$ cat src/hw/rtl/sas_pkg.sv
// ----------------------------------------------------------------------------
// sas_pkg: shared types and codes for the strategy automaton stepper
// Operation and result codes, field widths, and the structs that carry
// table writes, table read addresses and capped configuration between modules.
// ----------------------------------------------------------------------------
package sas_pkg;

  localparam int VEC_W   = 56;
  localparam int ID_W    = 8;
  localparam int CNT_W   = 5;
  localparam int SLOT_W  = 4;
  localparam int SENS_W  = 16;
  localparam int CFGD_W  = 5;
  localparam int CFGI_W  = 2;

  // operation codes of an input item
  typedef enum logic [1:0] {
    OP_WR_STATE = 2'd0,
    OP_WR_SUCC  = 2'd1,
    OP_QUERY    = 2'd2,
    OP_COMMIT   = 2'd3
  } op_t;

  // result kinds
  typedef enum logic [2:0] {
    KIND_ACTION  = 3'd0,
    KIND_REGION  = 3'd1,
    KIND_NOSUCC  = 3'd2,
    KIND_COMMIT  = 3'd3,
    KIND_WAITING = 3'd4
  } kind_t;

  // configuration register indexes
  typedef enum logic [CFGI_W-1:0] {
    CFG_SENSORS = 2'd0,
    CFG_ACTIONS = 2'd1,
    CFG_CUSTOMS = 2'd2,
    CFG_REGIONS = 2'd3
  } cfg_idx_t;

  // table write request, raised on a write transfer
  typedef struct packed {
    logic              prop_we;
    logic              succ_we;
    logic [ID_W-1:0]   idx;
    logic [VEC_W-1:0]  prop;
    logic [CNT_W-1:0]  cnt;
    logic [SLOT_W-1:0] slot;
    logic [ID_W-1:0]   succ_id;
  } sas_wr_t;

  // table read addresses; the read data is registered and returns in the next cycle
  typedef struct packed {
    logic [ID_W-1:0]  prop_id;
    logic [ID_W-1:0]  cur_id;
    logic [CNT_W-1:0] slot;
  } sas_rd_t;

  // configuration after capping to the supported ranges
  typedef struct packed {
    logic [CNT_W-1:0] ns;
    logic [CNT_W-1:0] na;
    logic [3:0]       rb;
  } sas_cfg_t;

endpackage

$ cat src/hw/rtl/sas_seq.sv
// ----------------------------------------------------------------------------
// sas_seq: transition sequencer
// Takes input transfers, scans successors one table read at a time, and drives
// the result register, walking action bits one per cycle while it has room.
// ----------------------------------------------------------------------------
module sas_seq import sas_pkg::*; #(
  parameter int NUM_STATES = 256
) (
  input  logic              clk,
  input  logic              rst_n,
  input  logic              in_valid,
  output logic              in_stall,
  input  logic [1:0]        in_operation,
  input  logic [ID_W-1:0]   in_state_index,
  input  logic [VEC_W-1:0]  in_proposition_bits,
  input  logic [CNT_W-1:0]  in_successor_count,
  input  logic [SLOT_W-1:0] in_successor_slot,
  input  logic [ID_W-1:0]   in_successor_id,
  input  logic [SENS_W-1:0] in_sensor_bits,
  input  sas_cfg_t          cfg,
  output sas_wr_t           wr,
  output sas_rd_t           rd,
  input  logic [VEC_W-1:0]  prop_rd_data,
  input  logic [CNT_W-1:0]  cnt_rd_data,
  input  logic [ID_W-1:0]   succ_rd_data,
  output logic              out_valid,
  input  logic              out_stall,
  output logic [2:0]        out_kind,
  output logic [3:0]        out_action_index,
  output logic              out_action_value,
  output logic [7:0]        out_region_number,
  output logic              out_region_changed,
  output logic [7:0]        out_state_number,
  output logic              out_last
);

  typedef enum logic [9:0] {
    S_IDLE   = 10'b0000000001,
    S_HEAD   = 10'b0000000010,
    S_HEAD2  = 10'b0000000100,
    S_SCAN   = 10'b0000001000,
    S_SUCC   = 10'b0000010000,
    S_CMP    = 10'b0000100000,
    S_ACT    = 10'b0001000000,
    S_REG    = 10'b0010000000,
    S_NOSUCC = 10'b0100000000,
    S_CMT    = 10'b1000000000
  } state_t;

  // region number from the top rb bits of a vector
  function automatic logic [7:0] region_of(input logic [VEC_W-1:0] v, input logic [3:0] rb);
    logic [VEC_W-1:0] sh;
    begin
      sh = v >> (7'(VEC_W) - 7'(rb));
      region_of = sh[7:0] & 8'((9'd1 << rb) - 9'd1);
    end
  endfunction

  state_t            state_r, state_nxt;
  logic [ID_W-1:0]   cur_r, cur_nxt;
  logic              pend_valid_r, pend_valid_nxt;
  logic [ID_W-1:0]   pend_r, pend_nxt;
  logic [SENS_W-1:0] want_r, want_nxt;
  logic [VEC_W-1:0]  cv_r, cv_nxt;
  logic [VEC_W-1:0]  nv_r, nv_nxt;
  logic [CNT_W-1:0]  cnt_r, cnt_nxt;
  logic [CNT_W-1:0]  i_r, i_nxt;
  logic [ID_W-1:0]   cand_r, cand_nxt;
  logic [CNT_W-1:0]  a_r, a_nxt;

  logic              out_valid_r, out_valid_nxt;
  kind_t             out_kind_r, out_kind_nxt;
  logic [3:0]        out_ai_r, out_ai_nxt;
  logic              out_av_r, out_av_nxt;
  logic [7:0]        out_rn_r, out_rn_nxt;
  logic              out_rc_r, out_rc_nxt;
  logic [7:0]        out_sn_r, out_sn_nxt;
  logic              out_last_r, out_last_nxt;

  logic              accept;
  logic              out_free;
  logic [SENS_W-1:0] smask;
  logic [5:0]        act_pos;
  logic              act_diff;
  logic              succ_ok;
  logic [7:0]        cur_region;
  logic [7:0]        nxt_region;

  assign in_stall = (state_r != S_IDLE);
  assign accept   = in_valid && (state_r == S_IDLE);
  assign out_free = !out_valid_r || !out_stall;
  assign smask    = SENS_W'((17'd1 << cfg.ns) - 17'd1);
  assign act_pos  = 6'(cfg.ns) + 6'(a_r);
  assign act_diff = cv_r[act_pos] ^ nv_r[act_pos];
  assign succ_ok  = 32'(succ_rd_data) < NUM_STATES;
  assign cur_region = region_of(cv_r, cfg.rb);
  assign nxt_region = region_of(nv_r, cfg.rb);

  // table writes go straight through on a write transfer
  always_comb begin
    wr.prop_we = accept && (op_t'(in_operation) == OP_WR_STATE);
    wr.succ_we = accept && (op_t'(in_operation) == OP_WR_SUCC);
    wr.idx     = in_state_index;
    wr.prop    = in_proposition_bits;
    wr.cnt     = in_successor_count;
    wr.slot    = in_successor_slot;
    wr.succ_id = in_successor_id;
  end

  // sequencer
  always_comb begin
    state_nxt      = state_r;
    cur_nxt        = cur_r;
    pend_valid_nxt = pend_valid_r;
    pend_nxt       = pend_r;
    want_nxt       = want_r;
    cv_nxt         = cv_r;
    nv_nxt         = nv_r;
    cnt_nxt        = cnt_r;
    i_nxt          = i_r;
    cand_nxt       = cand_r;
    a_nxt          = a_r;
    out_valid_nxt  = out_valid_r && out_stall;
    out_kind_nxt   = out_kind_r;
    out_ai_nxt     = out_ai_r;
    out_av_nxt     = out_av_r;
    out_rn_nxt     = out_rn_r;
    out_rc_nxt     = out_rc_r;
    out_sn_nxt     = out_sn_r;
    out_last_nxt   = out_last_r;
    rd.prop_id     = cur_r;
    rd.cur_id      = cur_r;
    rd.slot        = i_r;

    unique case (state_r)
      S_IDLE: begin
        if (accept) begin
          unique case (op_t'(in_operation))
            OP_WR_STATE, OP_WR_SUCC: state_nxt = S_IDLE;
            OP_QUERY: begin
              want_nxt  = in_sensor_bits & smask;
              state_nxt = S_HEAD;
            end
            OP_COMMIT: state_nxt = S_CMT;
            default:   state_nxt = S_IDLE;
          endcase
        end
      end
      // current vector and count are being read
      S_HEAD: state_nxt = S_HEAD2;
      S_HEAD2: begin
        cv_nxt    = prop_rd_data;
        cnt_nxt   = cnt_rd_data;
        i_nxt     = '0;
        state_nxt = S_SCAN;
      end
      // successor slot i is being read
      S_SCAN: begin
        if (i_r >= cnt_r) begin
          pend_valid_nxt = 1'b0;
          state_nxt      = S_NOSUCC;
        end else begin
          state_nxt = S_SUCC;
        end
      end
      // fetch the candidate vector, skip ids outside the tables
      S_SUCC: begin
        rd.prop_id = succ_rd_data;
        if (succ_ok) begin
          cand_nxt  = succ_rd_data;
          state_nxt = S_CMP;
        end else begin
          i_nxt     = i_r + 1'b1;
          state_nxt = S_SCAN;
        end
      end
      S_CMP: begin
        if ((prop_rd_data[SENS_W-1:0] & smask) == want_r) begin
          nv_nxt         = prop_rd_data;
          pend_valid_nxt = 1'b1;
          pend_nxt       = cand_r;
          a_nxt          = '0;
          state_nxt      = S_ACT;
        end else begin
          i_nxt     = i_r + 1'b1;
          state_nxt = S_SCAN;
        end
      end
      // one action bit per cycle, hold while the result register is full
      S_ACT: begin
        if (a_r >= cfg.na) begin
          state_nxt = S_REG;
        end else if (!act_diff) begin
          a_nxt = a_r + 1'b1;
        end else if (out_free) begin
          out_valid_nxt = 1'b1;
          out_kind_nxt  = KIND_ACTION;
          out_ai_nxt    = 4'(a_r);
          out_av_nxt    = nv_r[act_pos];
          out_rn_nxt    = '0;
          out_rc_nxt    = 1'b0;
          out_sn_nxt    = cand_r;
          out_last_nxt  = 1'b0;
          a_nxt         = a_r + 1'b1;
        end
      end
      S_REG: begin
        if (out_free) begin
          out_valid_nxt = 1'b1;
          out_kind_nxt  = KIND_REGION;
          out_ai_nxt    = '0;
          out_av_nxt    = 1'b0;
          out_rn_nxt    = nxt_region;
          out_rc_nxt    = (cur_region != nxt_region);
          out_sn_nxt    = cand_r;
          out_last_nxt  = 1'b1;
          state_nxt     = S_IDLE;
        end
      end
      S_NOSUCC: begin
        if (out_free) begin
          out_valid_nxt = 1'b1;
          out_kind_nxt  = KIND_NOSUCC;
          out_ai_nxt    = '0;
          out_av_nxt    = 1'b0;
          out_rn_nxt    = '0;
          out_rc_nxt    = 1'b0;
          out_sn_nxt    = '0;
          out_last_nxt  = 1'b1;
          state_nxt     = S_IDLE;
        end
      end
      // adopt the pending state, or report waiting
      S_CMT: begin
        if (out_free) begin
          out_valid_nxt = 1'b1;
          out_ai_nxt    = '0;
          out_av_nxt    = 1'b0;
          out_rn_nxt    = '0;
          out_rc_nxt    = 1'b0;
          out_last_nxt  = 1'b1;
          if (pend_valid_r) begin
            cur_nxt      = pend_r;
            out_kind_nxt = KIND_COMMIT;
            out_sn_nxt   = pend_r;
          end else begin
            out_kind_nxt = KIND_WAITING;
            out_sn_nxt   = '0;
          end
          state_nxt = S_IDLE;
        end
      end
      default: state_nxt = S_IDLE;
    endcase
  end

  // control state
  always_ff @(posedge clk) begin
    if (!rst_n) begin
      state_r      <= S_IDLE;
      cur_r        <= '0;
      pend_valid_r <= 1'b0;
      out_valid_r  <= 1'b0;
    end else begin
      state_r      <= state_nxt;
      cur_r        <= cur_nxt;
      pend_valid_r <= pend_valid_nxt;
      out_valid_r  <= out_valid_nxt;
    end
  end

  // working and result payload
  always_ff @(posedge clk) begin
    pend_r     <= pend_nxt;
    want_r     <= want_nxt;
    cv_r       <= cv_nxt;
    nv_r       <= nv_nxt;
    cnt_r      <= cnt_nxt;
    i_r        <= i_nxt;
    cand_r     <= cand_nxt;
    a_r        <= a_nxt;
    out_kind_r <= out_kind_nxt;
    out_ai_r   <= out_ai_nxt;
    out_av_r   <= out_av_nxt;
    out_rn_r   <= out_rn_nxt;
    out_rc_r   <= out_rc_nxt;
    out_sn_r   <= out_sn_nxt;
    out_last_r <= out_last_nxt;
  end

  assign out_valid          = out_valid_r;
  assign out_kind           = out_kind_r;
  assign out_action_index   = out_ai_r;
  assign out_action_value   = out_av_r;
  assign out_region_number  = out_rn_r;
  assign out_region_changed = out_rc_r;
  assign out_state_number   = out_sn_r;
  assign out_last           = out_last_r;

  // a query transfer starts the table read sequence
  a_query_start: assert property (@(posedge clk) disable iff (!rst_n)
    accept && (op_t'(in_operation) == OP_QUERY) |=> state_r == S_HEAD)
    else $error("query did not start the table read");

  // a held commit result always names the current state
  a_commit_cur: assert property (@(posedge clk) disable iff (!rst_n)
    out_valid_r && (out_kind_r == KIND_COMMIT) |-> out_sn_r == cur_r)
    else $error("commit result differs from current state");

  // action walk only runs after a match was recorded
  a_act_pend: assert property (@(posedge clk) disable iff (!rst_n)
    (state_r == S_ACT) |-> pend_valid_r && (pend_r == cand_r))
    else $error("action walk without a pending state");

  // action counter never passes the action count
  a_act_bound: assert property (@(posedge clk) disable iff (!rst_n)
    (state_r == S_ACT) |-> a_r <= cfg.na)
    else $error("action counter overran");

endmodule

$ cat config.mk
export PLATFORM = sky130hd
export DESIGN_NAME = sas_seq
export DESIGN_NICKNAME = d
export VERILOG_FILES = /design/src/hw/rtl/sas_pkg.sv /design/src/hw/rtl/sas_seq.sv
export SDC_FILE = /design/constraint.sdc
export NUM_CORES = 1
export LEC_CHECK = 0
export ABC_AREA = 1
export BUFFER_PORTS_ARGS = -buffer_cell sky130_fd_sc_hd__buf_2
export CAP_MARGIN = 20
export CORE_MARGIN = 8
export CORE_UTILIZATION = 49
export CTS_CLUSTER_DIAMETER = 80
export CTS_CLUSTER_SIZE = 8
export DETAILED_ROUTE_END_ITERATION = 10
export PLACE_DENSITY = 0.75
export SLEW_MARGIN = 20
export SYNTH_ARGS = -nofsm -noshare
export SYNTH_HDL_FRONTEND = slang
export SYNTH_SLANG_ARGS = --single-unit
$ cat constraint.sdc
create_clock -name clk -period 4.18 [get_ports clk]
set_input_delay 1.254 -clock clk [delete_from_list [all_inputs] [get_ports clk]]
set_output_delay 1.254 -clock clk [all_outputs]
set_load 0.03 [all_outputs]
==> impl_results.md <==
* Die X at 174 µm
* Clock share of power at 40.9%
* Pre-CTS setup slack at 101 ps
* Relative slew margins at 55.0%
* Die ar. at 30100 µm²
* Pins Over Slew Limit at 0
* Top cells by count, synth: 389 x nand2_1, 185 x edfxtp_1, 124 x inv_1, 123 x o21ai_0, 117 x nand3_1
* Critical path type: flop to output pin
* Setup violations, final at 0
* CTS sink cnt at 205
* Via count of the first global-routing pass at 10100
* Max VDD drop at 382 µV
* Flop pwr share at 45.5%
* Critical path endpoint category: output pin
* Final hold violation count at 0
* Largest net degree at the start of global routing at 66
* Clk_lat worst skew at 530 ps
* Ranking of synthesized cells by area: edfxtp_1 46%, nand2_1 12%, o21ai_0 5.1%
* Yosys top cell by area: edfxtp_1
* Post-route clock skew at 24.3 ps
* Critical path arrival at 2560 ps
* Total Routed Length at 31900 µm
* RSZ-0062 raised after global routing: no
* CTS Buf Count at 29
* Total Routing Usage GR at 20.5%
* Async SR Flop Fraction at 0%
* Area growth, synth to finish at 11.9%
* First drt pass iteration count at 7
* CTS root buffer: clkbuf_16
* CP Launch Point: state_r[8]
* Average vias per placed instance at 5.42
* Post-synth top area share at 45.6%
* Hold Path Origin: cand_r[7]
* Fraction of layout cells with a size suffix above 1 at 16.6%
* 1st-iter DRT viols at 946
* Crit share post-route at 91.2%
* Final Critical Period at 3810 ps
* H-tree level count at 1
* Crit Path Max Fanout at 24
* DIE HEIGHT at 174 µm
* Resized Gates After CTS at 0
* Port Buffer Count at 155
* Syn avg cell area at 8.31 µm²
* Initial antenna violation count at 7
* Internal at 3.74 mW
* Fin Setup TNS at 0 ps
* Number of setup buffers added after CTS at 0
* Psw at 1.24 mW
* EDFF count, synth at 185
* P per Cell Area at 366 nW/µm²
* Final layout net count at 1762
* Count of cell types in the netlist at 47
* Outcome: completed
* Synthesized area at 12200 µm²
* Post-DP HPWL at 24000 µm
* Congestion Overflow GR at 0
* Post-DRT Antenna Nets at 0
* Startpoint types: flop
* Worst EP required at 2930 ps
* CTS tree: done
* Register area share after synthesis at 48.9%
* DR WL/cell at 16.9 µm
* CTS clk-pin slew, worst paths at 50 ps
* CTS Hold Bufs at 0
* Max cap viols at 0
* Syn nets at 1677
* Combinational share of power at 13.6%
* Top Ports at 318
* Fmax at 262 MHz
* First-pass GRT wire length at 51000 µm
* Post-synth top flop: edfxtp_1
* Maximum root-to-sink buffer count at 3
* Slew @ Worst Pin at 671 ps
* Synth Instances at 1465
* Initial Util at 49.9%
* Sw frac at 24.9%
* Fill count at 2182
* Worst R2R Start: a_r[0]
* Vias at 10300
* Hold Crit Class: flop to flop
* #FFs+latches synth at 205
* RD Place Congestion at 0.907
* DRC viols at 0
* Post-route worst setup slack at 369 ps
* Core footprint at 24400 µm²
* Leakage Power at 5.93 nW
* Rows at 57
* Synth warn at 0
* Most frequent cell after synthesis: nand2_1
## flip-flops by register name, indices dropped and copies added, names as in the netlist, 3 cells and up
signal,flops
a_r,5
pend_r,8
cv_r,56
cur_r,8
out_action_index,4
cnt_r,5
i_r,5
state_r,10
cand_r,8
out_region_number,8
want_r,16
out_kind,3
nv_r,56
out_state_number,8
## power by group through the flow
stage               Combinational (mW)  Clock [mW]  Sequential [mW]
floorplan                        0.593           0             2.32
global placement                 0.658           0             2.30
detailed placement               0.667           0             2.30
CTS                              0.671        2.07             2.26
global route                     0.763        2.16             2.26
finish                           0.677        2.04             2.26
## worst paths after layout
path	endpoint	slack, ps	cells past startpoint
worst max-delay path	rd[13]	370	7
worst min-delay path	pend_r[7]	450	0
worst max register to register	out_region_number[5]	950	18
worst min register to register	pend_r[7]	450	0
## layout by cell type, fill, tap and decap left out, types with 12 or more instances in the layout
cell type / count
a21oi_1: 46
ha_1: 24
clkbuf_1: 12
inv_1: 122
dfxtp_1: 20
buf_2: 155
nor3_1: 18
edfxtp_1: 185
nand4_1: 20
nor2_1: 107
o22ai_1: 13
clkbuf_16: 29
nand2_1: 389
o21ai_1: 23
o21ai_0: 123
nand3_1: 117
o211ai_1: 16
inv_2: 15
buf_4: 32
## stage by stage
| step | cells | area (µm²) | hold WS [ps] | power [mW] | utilization [%] |
|---|---|---|---|---|---|
| 2_1_floorplan | 1465 | 12200 | 427 | 2.91 | - |
| 3_3_place_gp | 1842 | 12800 | 435 | 2.96 | 52.5 |
| 3_5_place_dp | 1842 | 12800 | 448 | 2.97 | 52.5 |
| 4_1_cts | 1885 | 13600 | 457 | 5.01 | 55.7 |
| 5_1_grt | 1890 | 13600 | 464 | 5.18 | 55.8 |
| 6_report | 1892 | 13600 | 453 | 4.98 | 55.8 |
## critical path, stage by stage (launching register included)
cell      delay (ps)
dfxtp_1          390
nor2_1           120
nand2_1           80
inv_1             50
nand4_1          150
clkinv_1         570
o21ai_0          400
buf_2            250
## routing by layer
metal / global-route usage (%) / vias up / share of wire (%)
li1: - / 5024 / -
met1: 24.7 / 4718 / 41
met2: 34.5 / 419 / 48
met3: 5.03 / 88 / 8.2
met4: 8.30 / 4 / 2.7
met5: 0.166 / - / 0.085
## cell type report
| class | instances | area, µm² | share of cell area [%] |
|---|---|---|---|
| antenna | 6 | 15.0 | 0.110 |
| sequential | 205 | 5960 | 43.7 |
| timing repair buffer | 190 | 1080 | 7.90 |
| tap | 324 | 405 | 2.98 |
| inverter | 139 | 526 | 3.86 |
| multi-input combinational | 985 | 4860 | 35.7 |
| clock inverter | 2 | 13.8 | 0.101 |
| clock buffer | 41 | 771 | 5.66 |
## kinds of logic (layout without fill, tap and decap cells)
group                      count (synthesis)  count (layout)  share of synthesized area (%)
and+or+nand+nor                          692             692                           24.2
buffers and inverters                    275             372                           11.2
AOI/OAI and AO/OA                        243             243                           11.1
DFF                                      205             205                           48.9
adders and majority gates                 26              26                           2.73
xor gates and xnor gates                  20              20                           1.50
muxes                                      4               4                          0.329
other                                      0               6                              0
(Power assumes the default switching activity.)
